**src/sv/wmc_pkg.sv**
```systemverilog
// Shared types, constants and the coordinate-system lookup for the
// world-matrix composer. Depends on nothing; every other file imports it.

package wmc_pkg;

   localparam int QUAT_W     = 16;
   localparam int SCALE_W    = 16;
   localparam int Q16_W      = 32;
   localparam int ROT_W      = 35;
   localparam int PROD_W     = SCALE_W + ROT_W;
   localparam int ACC_W      = PROD_W + 1;
   localparam int FRAC_SHIFT = 20;
   localparam int QUEUE_DEPTH_DEFAULT = 2;

   localparam logic signed [ROT_W-1:0] ROT_ONE = ROT_W'(1) <<< 28;

   localparam logic [1:0] ROW_FIRST = 2'd0;
   localparam logic [1:0] ROW_LAST  = 2'd3;

   typedef enum logic [1:0] {
      MODE_RH_Y_UP = 2'd0,
      MODE_LH_Y_UP = 2'd1,
      MODE_RH_Z_UP = 2'd2,
      MODE_LH_Z_UP = 2'd3
   } coord_mode_type;

   typedef logic signed [QUAT_W-1:0]  quat_type;
   typedef logic signed [SCALE_W-1:0] scale_type;
   typedef logic signed [Q16_W-1:0]   q16_type;
   typedef logic signed [ROT_W-1:0]   rot_elem_type;

   typedef struct packed {
      quat_type  quat_x;
      quat_type  quat_y;
      quat_type  quat_z;
      quat_type  quat_w;
      scale_type scale_x;
      scale_type scale_y;
      scale_type scale_z;
      q16_type   pos_x;
      q16_type   pos_y;
      q16_type   pos_z;
   } req_payload_type;

   typedef struct packed {
      logic [1:0] row_index;
      q16_type    elem_0;
      q16_type    elem_1;
      q16_type    elem_2;
      logic       last_row;
   } rsp_payload_type;

   // One queued item: rotation block, scale and position.
   typedef struct packed {
      rot_elem_type [2:0][2:0] rot;
      scale_type    [2:0]      scale;
      q16_type      [2:0]      pos;
   } wmc_entry_type;

   // Handshake between queue and back end.
   typedef struct packed {
      logic valid;
      logic pop;
   } wmc_queue_ctrl_type;

   // Each row of a coordinate matrix has one nonzero entry, +1 or -1.
   typedef struct packed {
      logic [1:0] sel;
      logic       neg;
   } coord_pick_type;

   function automatic coord_pick_type coord_pick(input coord_mode_type mode,
                                                 input logic [1:0] row);
      coord_pick_type p;
      p.sel = (row == ROW_LAST) ? 2'd0 : row;
      p.neg = 1'b0;
      case (mode)
         MODE_RH_Y_UP: begin
            p.neg = (row == 2'd0);
         end
         MODE_LH_Y_UP: begin
            p.neg = 1'b0;
         end
         MODE_RH_Z_UP: begin
            case (row)
               2'd0:    begin p.sel = 2'd0; p.neg = 1'b1; end
               2'd1:    begin p.sel = 2'd2; p.neg = 1'b1; end
               2'd2:    begin p.sel = 2'd1; p.neg = 1'b0; end
               default: begin p.sel = 2'd0; p.neg = 1'b0; end
            endcase
         end
         MODE_LH_Z_UP: begin
            case (row)
               2'd0:    p.sel = 2'd0;
               2'd1:    p.sel = 2'd2;
               2'd2:    p.sel = 2'd1;
               default: p.sel = 2'd0;
            endcase
         end
         default: begin
            p.sel = 2'd0;
         end
      endcase
      return p;
   endfunction

endpackage

```
**src/sv/wmc_queue.sv**
```systemverilog
// Short register queue between front and back ends of the composer.
// Depends on wmc_pkg.

module wmc_queue import wmc_pkg::*; #(
   parameter int DEPTH = QUEUE_DEPTH_DEFAULT
) (
   input  logic               clock,
   input  logic               reset,
   input  logic               push_valid,
   output logic               push_ready,
   input  wmc_entry_type      push_entry,
   output logic               pop_valid,
   input  wmc_queue_ctrl_type pop_ctrl,
   output wmc_entry_type      pop_entry
);

   localparam int PTR_W = (DEPTH > 1) ? $clog2(DEPTH) : 1;
   localparam int CNT_W = $clog2(DEPTH + 1);
   localparam logic [PTR_W-1:0] PTR_LAST = PTR_W'(DEPTH - 1);
   localparam logic [CNT_W-1:0] CNT_FULL = CNT_W'(DEPTH);

   wmc_entry_type    slot_ff [DEPTH];
   logic [PTR_W-1:0] wr_ptr_ff, wr_ptr_in, rd_ptr_ff, rd_ptr_in;
   logic [CNT_W-1:0] count_ff, count_in;
   logic             push, pop;

   assign push_ready = (count_ff != CNT_FULL);
   assign pop_valid  = (count_ff != '0);
   assign push       = push_valid && push_ready;
   assign pop        = pop_ctrl.valid && pop_ctrl.pop && pop_valid;
   assign pop_entry  = slot_ff[rd_ptr_ff];

   always_comb begin
      wr_ptr_in = wr_ptr_ff;
      rd_ptr_in = rd_ptr_ff;
      count_in  = count_ff;
      if (push) begin
         wr_ptr_in = (wr_ptr_ff == PTR_LAST) ? '0 : wr_ptr_ff + 1'b1;
      end
      if (pop) begin
         rd_ptr_in = (rd_ptr_ff == PTR_LAST) ? '0 : rd_ptr_ff + 1'b1;
      end
      if (push && !pop) begin
         count_in = count_ff + 1'b1;
      end else if (pop && !push) begin
         count_in = count_ff - 1'b1;
      end
   end

   always_ff @(posedge clock) begin
      if (reset) begin
         wr_ptr_ff <= '0;
         rd_ptr_ff <= '0;
         count_ff  <= '0;
      end else begin
         wr_ptr_ff <= wr_ptr_in;
         rd_ptr_ff <= rd_ptr_in;
         count_ff  <= count_in;
      end
   end

   always_ff @(posedge clock) begin
      if (push) begin
         slot_ff[wr_ptr_ff] <= push_entry;
      end
   end

`ifndef SYNTHESIS
   assert property (@(posedge clock) disable iff (reset) count_ff <= CNT_FULL)
      else $error("queue fill count beyond depth");
   assert property (@(posedge clock) disable iff (reset)
      push && !pop |=> count_ff == $past(count_ff) + 1'b1)
      else $error("queue count missed a push");
`endif

endmodule

```
**config.mk**
```make
export PLATFORM = sky130hd
export DESIGN_NAME = wmc_queue
export DESIGN_NICKNAME = d
export VERILOG_FILES = /design/src/sv/wmc_pkg.sv /design/src/sv/wmc_queue.sv
export SDC_FILE = /design/constraint.sdc
export NUM_CORES = 1
export LEC_CHECK = 0
export BUFFER_PORTS_ARGS = -buffer_cell sky130_fd_sc_hd__buf_2
export CAP_MARGIN = 20
export CELL_PAD_IN_SITES_DETAIL_PLACEMENT = 0
export CELL_PAD_IN_SITES_GLOBAL_PLACEMENT = 1
export CORE_AREA = 8 8 358 360
export DETAILED_ROUTE_END_ITERATION = 16
export DIE_AREA = 0 0 366 368
export MAX_ROUTING_LAYER = met4
export PLACE_DENSITY = 0.63
export RECOVER_POWER = 25
export SLEW_MARGIN = 5
export SYNTH_ARGS = -nofsm -noshare
export SYNTH_HDL_FRONTEND = slang
export SYNTH_SLANG_ARGS = --single-unit
```
**constraint.sdc**
```tcl
create_clock -name clock -period 16.4 [get_ports clock]
set_clock_uncertainty 0.05 [all_clocks]
set_input_delay 0.82 -clock clock [delete_from_list [all_inputs] [get_ports clock]]
set_output_delay 0.82 -clock clock [all_outputs]
set_load 0.1 [all_outputs]
```
==> results of run 1 <==
power groups by stage:
stage          clock network [mW]  registers [mW]  logic, mW
2_1_floorplan                   0            3.31       3.07
3_3_place_gp                    0            3.16       3.65
3_5_place_dp                    0            3.17       3.65
4_1_cts                      2.22            3.12       3.66
5_1_grt                      2.30            3.15       3.72
6_report                     2.14            3.12       3.61
stage by stage:
step                 util  area (µm²)
global placement    0.324       39800
finish              0.350       42900
global route        0.350       42900
detailed placement  0.324       39800
floorplan               -       33500
CTS                 0.350       43000
registers in the layout, indices dropped and copies added (netlist names), named ones only:
signal and flops:
rd_ptr_ff 1, count_ff 2, slot_ff 918, wr_ptr_ff 1
worst max-delay path by stage:
stage | start | end | slack (ps) | depth (start not counted)
after floorplan | count_ff[0] | slot_ff[1][0] | 3630 | 2
after global placement | flop | pop_entry[373] | 11240 | 5
after detailed placement | flop | pop_entry[165] | 11190 | 5
after CTS | flop | pop_entry[165] | 10400 | 5
after global routing | flop | pop_entry[165] | 10210 | 5
final | flop | pop_entry[49] | 10570 | 5
layout make-up:
| cell class | instances | area [µm²] | share of cell area |
|---|---|---|---|
| flip-flops and latches | 923 | 27700 | 0.645 |
| clock buffers | 118 | 2570 | 0.0599 |
| repair buffers | 941 | 4680 | 0.109 |
| multi-input cells | 477 | 5300 | 0.123 |
| well taps | 1637 | 2050 | 0.0477 |
| clock inverters | 59 | 581 | 0.0135 |
| diodes | 32 | 80.1 | 0.00187 |
| inverters | 1 | 11.3 | 0.000262 |
layer usage:
layer | global-route usage | vias to the layer above
li1 | - | 7878
met1 | 0.134 | 8568
met2 | 0.230 | 678
met3 | 0.0479 | 151
met4 | 0.0536 | 0
met5 | - | -
cell usage in the layout (no fill, tap or decap), drive strengths merged:
master,instances
or3,1
bufinv,8
o21ai,1
nor2,3
edfxtp,918
xor2,3
or2,1
nand3b,1
o211ai,1
diode,32
mux2,459
a21bo,1
nand2b,1
clkbuf,197
inv,5
and3,1
ha,1
clkinv,45
and2,1
buf,862
clkinvlp,2
dfxtp,5
a21oi,2
cell families (layout without fill, tap and decap cells):
| family | Yosys count | in the layout | share of synthesized area |
|---|---|---|---|
| other cells | 0 | 32 | 0 |
| compound gates | 5 | 5 | 0.000971 |
| flops | 923 | 923 | 0.826 |
| fa+ha+maj | 1 | 1 | 0.000373 |
| mux | 459 | 459 | 0.154 |
| buf+inv | 52 | 1119 | 0.0165 |
| simple gates | 9 | 9 | 0.00149 |
| xor+xnor | 3 | 3 | 0.000784 |
==> summary.txt, run 1 <==
Clock tree
  • Hold_buf cts: 0
  • CTS tree: built
  • H-Tree Depth: 3
  • Post-CTS setup buffers: 0
  • Clk buf depth: 3
  • PostCTS Resize Cnt: 0
  • CTS Root Cell: clkbuf_16
  • Clk_lat worst skew: 690 ps
  • Clock sink total: 923
  • Num CTS Buffers: 98
  • Clock transition at path regs: 60 ps

Critical path
  • Crit start category: flop
  • Cells on worst reg2reg path: 6
  • Critical Path Max Stage Delay: 1040 ps
  • Crit path cell chain: buf_4, buf_4, buf_4, mux2_2, buf_2
  • CP max stage cell: dfxtp_4
  • WP data required: 15530 ps
  • Setup Crit Path Kind: flop to output port
  • R2r startpoint: count_ff[0]
  • Worst-path maximum fanout: 72
  • Worst R2R End: slot_ff[1][341]
  • Worst path most repeated cell: buf_4
  • Worst path bufs/invs: 4
  • Worst Path Arrival: 4960 ps
  • Cell class contributing the biggest share of worst-path delay: buffers and inverters
  • Crit. End Element: output port
  • R2r setup slk: 11590 ps

Place
  • Dpl cells: 3979
  • Port bufs: 924
  • RePlAce Congestion: 0.804
  • DP HPWL: 66300 µm
  • Pre-CTS setup slack: 11190 ps

STA
  • Final Critical Period: 5830 ps
  • Setup slack after layout: 10570 ps
  • Slew Limit Fails: 0
  • Fmax achieved: 172 MHz
  • Final setup viols: 0
  • Final Hold Violating Endpoints: 0
  • Hold Slack: 263 ps
  • Fin crit share: 0.355
  • Total negative slack: 0 ps
  • RSZ-0062 raised after global routing: no
  • Worst-Margin Slew: 1050 ps
  • Slew margin rel.: 0.298

Detailed routing
  • Met1 Wirelength: 32900 µm
  • Mean number of vias per cell: 4.12
  • Met3 wire length: 7300 µm
  • Number of remaining DRC errors: 0
  • Iteration-0 DRC count of the detailed router: 948
  • WL final: 90900 µm
  • Post-route antenna net violation count: 0
  • Met2 routed WL: 47700 µm
  • Avg WL per Cell: 21.7 µm
  • Highest Signal Layer: met4
  • 1st-pass router iterations: 5
  • Vias after detailed routing: 17300

Power and ir drop
  • Tot Pwr: 8.87 mW
  • Leak: 15.4 nW
  • Worst VDD drop: 0.162 mV
  • Reg power frac: 0.352
  • Pwr dens: 207 nW/µm²
  • Clk pwr share: 0.241
  • P_sw: 4.03 mW
  • Logic pwr share: 0.407
  • Switching Fraction: 0.454
  • P_int: 4.84 mW

Logic synthesis
  • Syn Inst Count: 1452
  • Post-synth ARST share: 0
  • Number of synthesized flops with an enable pin: 918
  • Syn avg cell area: 23.1 µm²
  • Top FF cell, synth: edfxtp_1
  • Seq cells post-synth: 923
  • Main area contributors after synthesis: edfxtp_1, mux2_2, buf_6
  • Synth top cells by count: edfxtp_1, mux2_2, buf_6
  • Synth cell types: 19
  • Yosys warning total: 0
  • Count leader, synth: edfxtp_1
  • Synthesized area: 33500 µm²
  • Synth area leader: edfxtp_1
  • Post-synthesis sequential area ratio: 0.826
  • Post-Syn Nets: 1917
  • Synth top area share: 0.823

Global route
  • Overflow after GRT: 0
  • First-pass GRT wire length: 127000 µm
  • Initial antenna violation count: 40
  • Vias in the first global route: 18500
  • Largest net degree at the start of global routing: 144
  • GRT Util Overall: 0.132

Outcome
  • Status: complete, no violations

Layout
  • Layout cells sized above 1: 0.580
  • Post-synthesis to final-layout area growth: 28.1%
  • Final Net Count: 2907
  • Finished Layout Cells: 4188
  • Fillers: 11800

Die
  • Die H: 368 µm
  • DIE AREA: 135000 µm²
  • Die W: 366 µm
  • # IOs: 925
  • Initial core utilization: 0.273
  • Row cnt: 129
  • Core ar.: 123000 µm²

Min path
  • Hold WC Path Type: input pin to flop
  • Worst Hold Path Cells: 1
  • Startpoint of the worst hold path: push_entry[276]
  • Hold Crit Endpoint: slot_ff[1][276]

Flow run
  • Max cap viols: 0
(Power assumes the default switching activity.)
==> run 2: changes to the inputs <==
PLACE_DENSITY = 0.65   (was 0.63)
clock period = 4.7 ns   (was 16.4 ns; I/O delays follow)
==> run 2 against run 1 <==
- global-route usage grew 1.0 points
- worst setup slack lost 9000 ps
- core utilization is 3.9 points higher
- sequential share of layout area down 6.5 points
- die area unchanged
- flip-flop and latch count unchanged
- sequential power rose to 3.5 times the previous value
- critical path type unchanged
- highest routed layer unchanged
==> summary.txt, run 2 (synthesis gave the netlist of run 1 again) <==
Outcome
  • Status: complete, no violations (unchanged)

Die
  • Initial core utilization: 0.273 (unchanged)
  • Die W: 366 µm (unchanged)
  • DIE AREA: 135000 µm² (unchanged)
  • Die H: 368 µm (unchanged)
  • Row cnt: 129 (unchanged)
  • # IOs: 925 (unchanged)
  • Core ar.: 123000 µm² (unchanged)

Layout
  • Final Net Count: 3394 (was 2907)
  • Layout cells sized above 1: 0.460 (was 0.580)
  • Post-synthesis to final-layout area growth: 42.5% (was 28.1%)
  • Finished Layout Cells: 4661 (was 4188)
  • Largest regs: slot_ff: 918 flops, count_ff: 2 flops (unchanged)
  • Most frequent cells in the layout: edfxtp_1, buf_2, dlygate4sd3_1 (was edfxtp_1, buf_2, mux2_2)
  • Most flop-heavy register: slot_ff (unchanged)
  • Fillers: 11500 (was 11800)
  • Commonest non-fill, non-tap cell in the layout: edfxtp_1 (unchanged)
  • Flip-flop count of the largest register after layout: 918 (unchanged)

Power and ir drop
  • Leak: 17.2 nW (was 15.4 nW)
  • Pwr dens: 661 nW/µm² (was 207 nW/µm²)
  • Worst VDD drop: 0.471 mV (was 0.162 mV)

Place
  • Port bufs: 924 (unchanged)
  • RePlAce Congestion: 0.883 (was 0.804)
  • Dpl cells: 4000 (was 3979)
  • DP HPWL: 69100 µm (was 66300 µm)

Detailed routing
  • 1st-pass router iterations: 5 (unchanged)
  • Vias after detailed routing: 19500 (was 17300)
  • Post-route antenna net violation count: 0 (unchanged)
  • Iteration-0 DRC count of the detailed router: 1094 (was 948)
  • Number of remaining DRC errors: 0 (unchanged)
  • Avg WL per Cell: 21.0 µm (was 21.7 µm)
  • Mean number of vias per cell: 4.19 (was 4.12)
  • WL final: 98000 µm (was 90900 µm)

Critical path
  • Crit. End Element: output port (unchanged)
  • CP max stage cell: dfxtp_4 (unchanged)
  • Setup Crit Path Kind: flop to output port (unchanged)
  • Worst-path maximum fanout: 110 (was 72)
  • Critical Path Max Stage Delay: 670 ps (was 1040 ps)
  • Crit path cell chain: buf_12, mux2_2, buf_2 (was buf_4, buf_4, buf_4, mux2_2, buf_2)
  • Cell class contributing the biggest share of worst-path delay: buffers and inverters (unchanged)
  • Worst Path Arrival: 2870 ps (was 4960 ps)
  • WP data required: 4410 ps (was 15530 ps)
  • Crit start category: flop (unchanged)
  • Worst path bufs/invs: 2 (was 4)

STA
  • RSZ-0062 raised after global routing: no (unchanged)
  • Fmax achieved: 317 MHz
  • Slew Limit Fails: 0 (unchanged)
  • Final Critical Period: 3150 ps
  • Total negative slack: 0 ps (unchanged)
  • Final setup viols: 0 (unchanged)
  • Worst-Margin Slew: 779 ps (was 1050 ps)
  • Final Hold Violating Endpoints: 0 (unchanged)
  • Slew margin rel.: 0.481 (was 0.298)
  • Fin crit share: 0.670
  • Hold Slack: 85.0 ps (was 263 ps)

Global route
  • GRT Util Overall: 0.142 (was 0.132)
  • Overflow after GRT: 0 (unchanged)
  • Vias in the first global route: 21100 (was 18500)
  • Initial antenna violation count: 19 (was 40)
  • First-pass GRT wire length: 139000 µm (was 127000 µm)
  • Largest net degree at the start of global routing: 111 (was 144)

Min path
  • Hold WC Path Type: input pin to flop (unchanged)

Clock tree
  • CTS tree: built (unchanged)
  • Clock sink total: 923 (unchanged)
  • Num CTS Buffers: 101 (was 98)
  • CTS Root Cell: clkbuf_16 (unchanged)
  • Clk buf depth: 3 (unchanged)
  • Clock transition at path regs: 50 ps (was 60 ps)
  • Clk_lat worst skew: 670 ps (was 690 ps)
  • H-Tree Depth: 3 (unchanged)
  • PostCTS Resize Cnt: 0 (unchanged)

Flow run
  • Max cap viols: 0 (unchanged)
## run 2: final timing paths
path	startpoint	endpoint	slack, ps	cells past startpoint
worst min-delay path	pop_ctrl[0]	count_ff[0]	80	5
worst min register to register	rd_ptr_ff	rd_ptr_ff	460	2
worst max-delay path	flop	pop_entry[2]	1550	3
worst max register to register	count_ff[0]	slot_ff[1][35]	2430	4
## run 2: per-layer routing
layer | part of all wire | GRT usage | up-vias
li1 | - | - | 8829
met1 | 0.38 | 0.152 | 9739
met2 | 0.51 | 0.240 | 772
met3 | 0.080 | 0.0477 | 180
met4 | 0.035 | 0.0583 | 0
met5 | 0 | - | -
## run 2: power breakdown
| part | switching [mW] | internal [mW] | total [mW] |
|---|---|---|---|
| Clock | 3.19 | 4.44 | 7.64 |
| Sequential | 0.298 | 10.5 | 10.8 |
| Combinational | 10.8 | 2.33 | 13.1 |
| Total | 14.3 | 17.3 | 31.6 |
## run 2: what timing repair did
action                                  in CTS  in global routing
setup buffers                                0                  0
endpoints found under the setup margin       0                  0
endpoints found under the hold margin      923                  0
hold buffers                               463                  0
## run 2: area by class of cell
class                      count  area [µm²]  area share
sequential                   923       27700       0.579
timing repair buffer        1425        9490       0.199
multi-input combinational    477        5300       0.111
clock buffer                 138        2710      0.0567
tap                         1637        2050      0.0429
clock inverter                49         503      0.0105
antenna                       11        27.5    0.000576
inverter                       1        7.51    0.000157
## run 2: stage by stage
stage / worst slack (ps) / utilization / instance area (µm²) / total power, mW
floorplan: -3490 / - / 33500 / 22.0
global placement: 2270 / 0.327 / 40100 / 23.9
detailed placement: 2260 / 0.327 / 40100 / 23.9
CTS: 1490 / 0.391 / 47900 / 32.0
global route: 1420 / 0.389 / 47800 / 32.6
finish: 1550 / 0.389 / 47800 / 31.6
## run 2: worst min-delay path, stage by stage
cell      delay, ps
buf_2           100
o211ai_1        120
ha_1            180
xor2_1           70
nor2_1           70
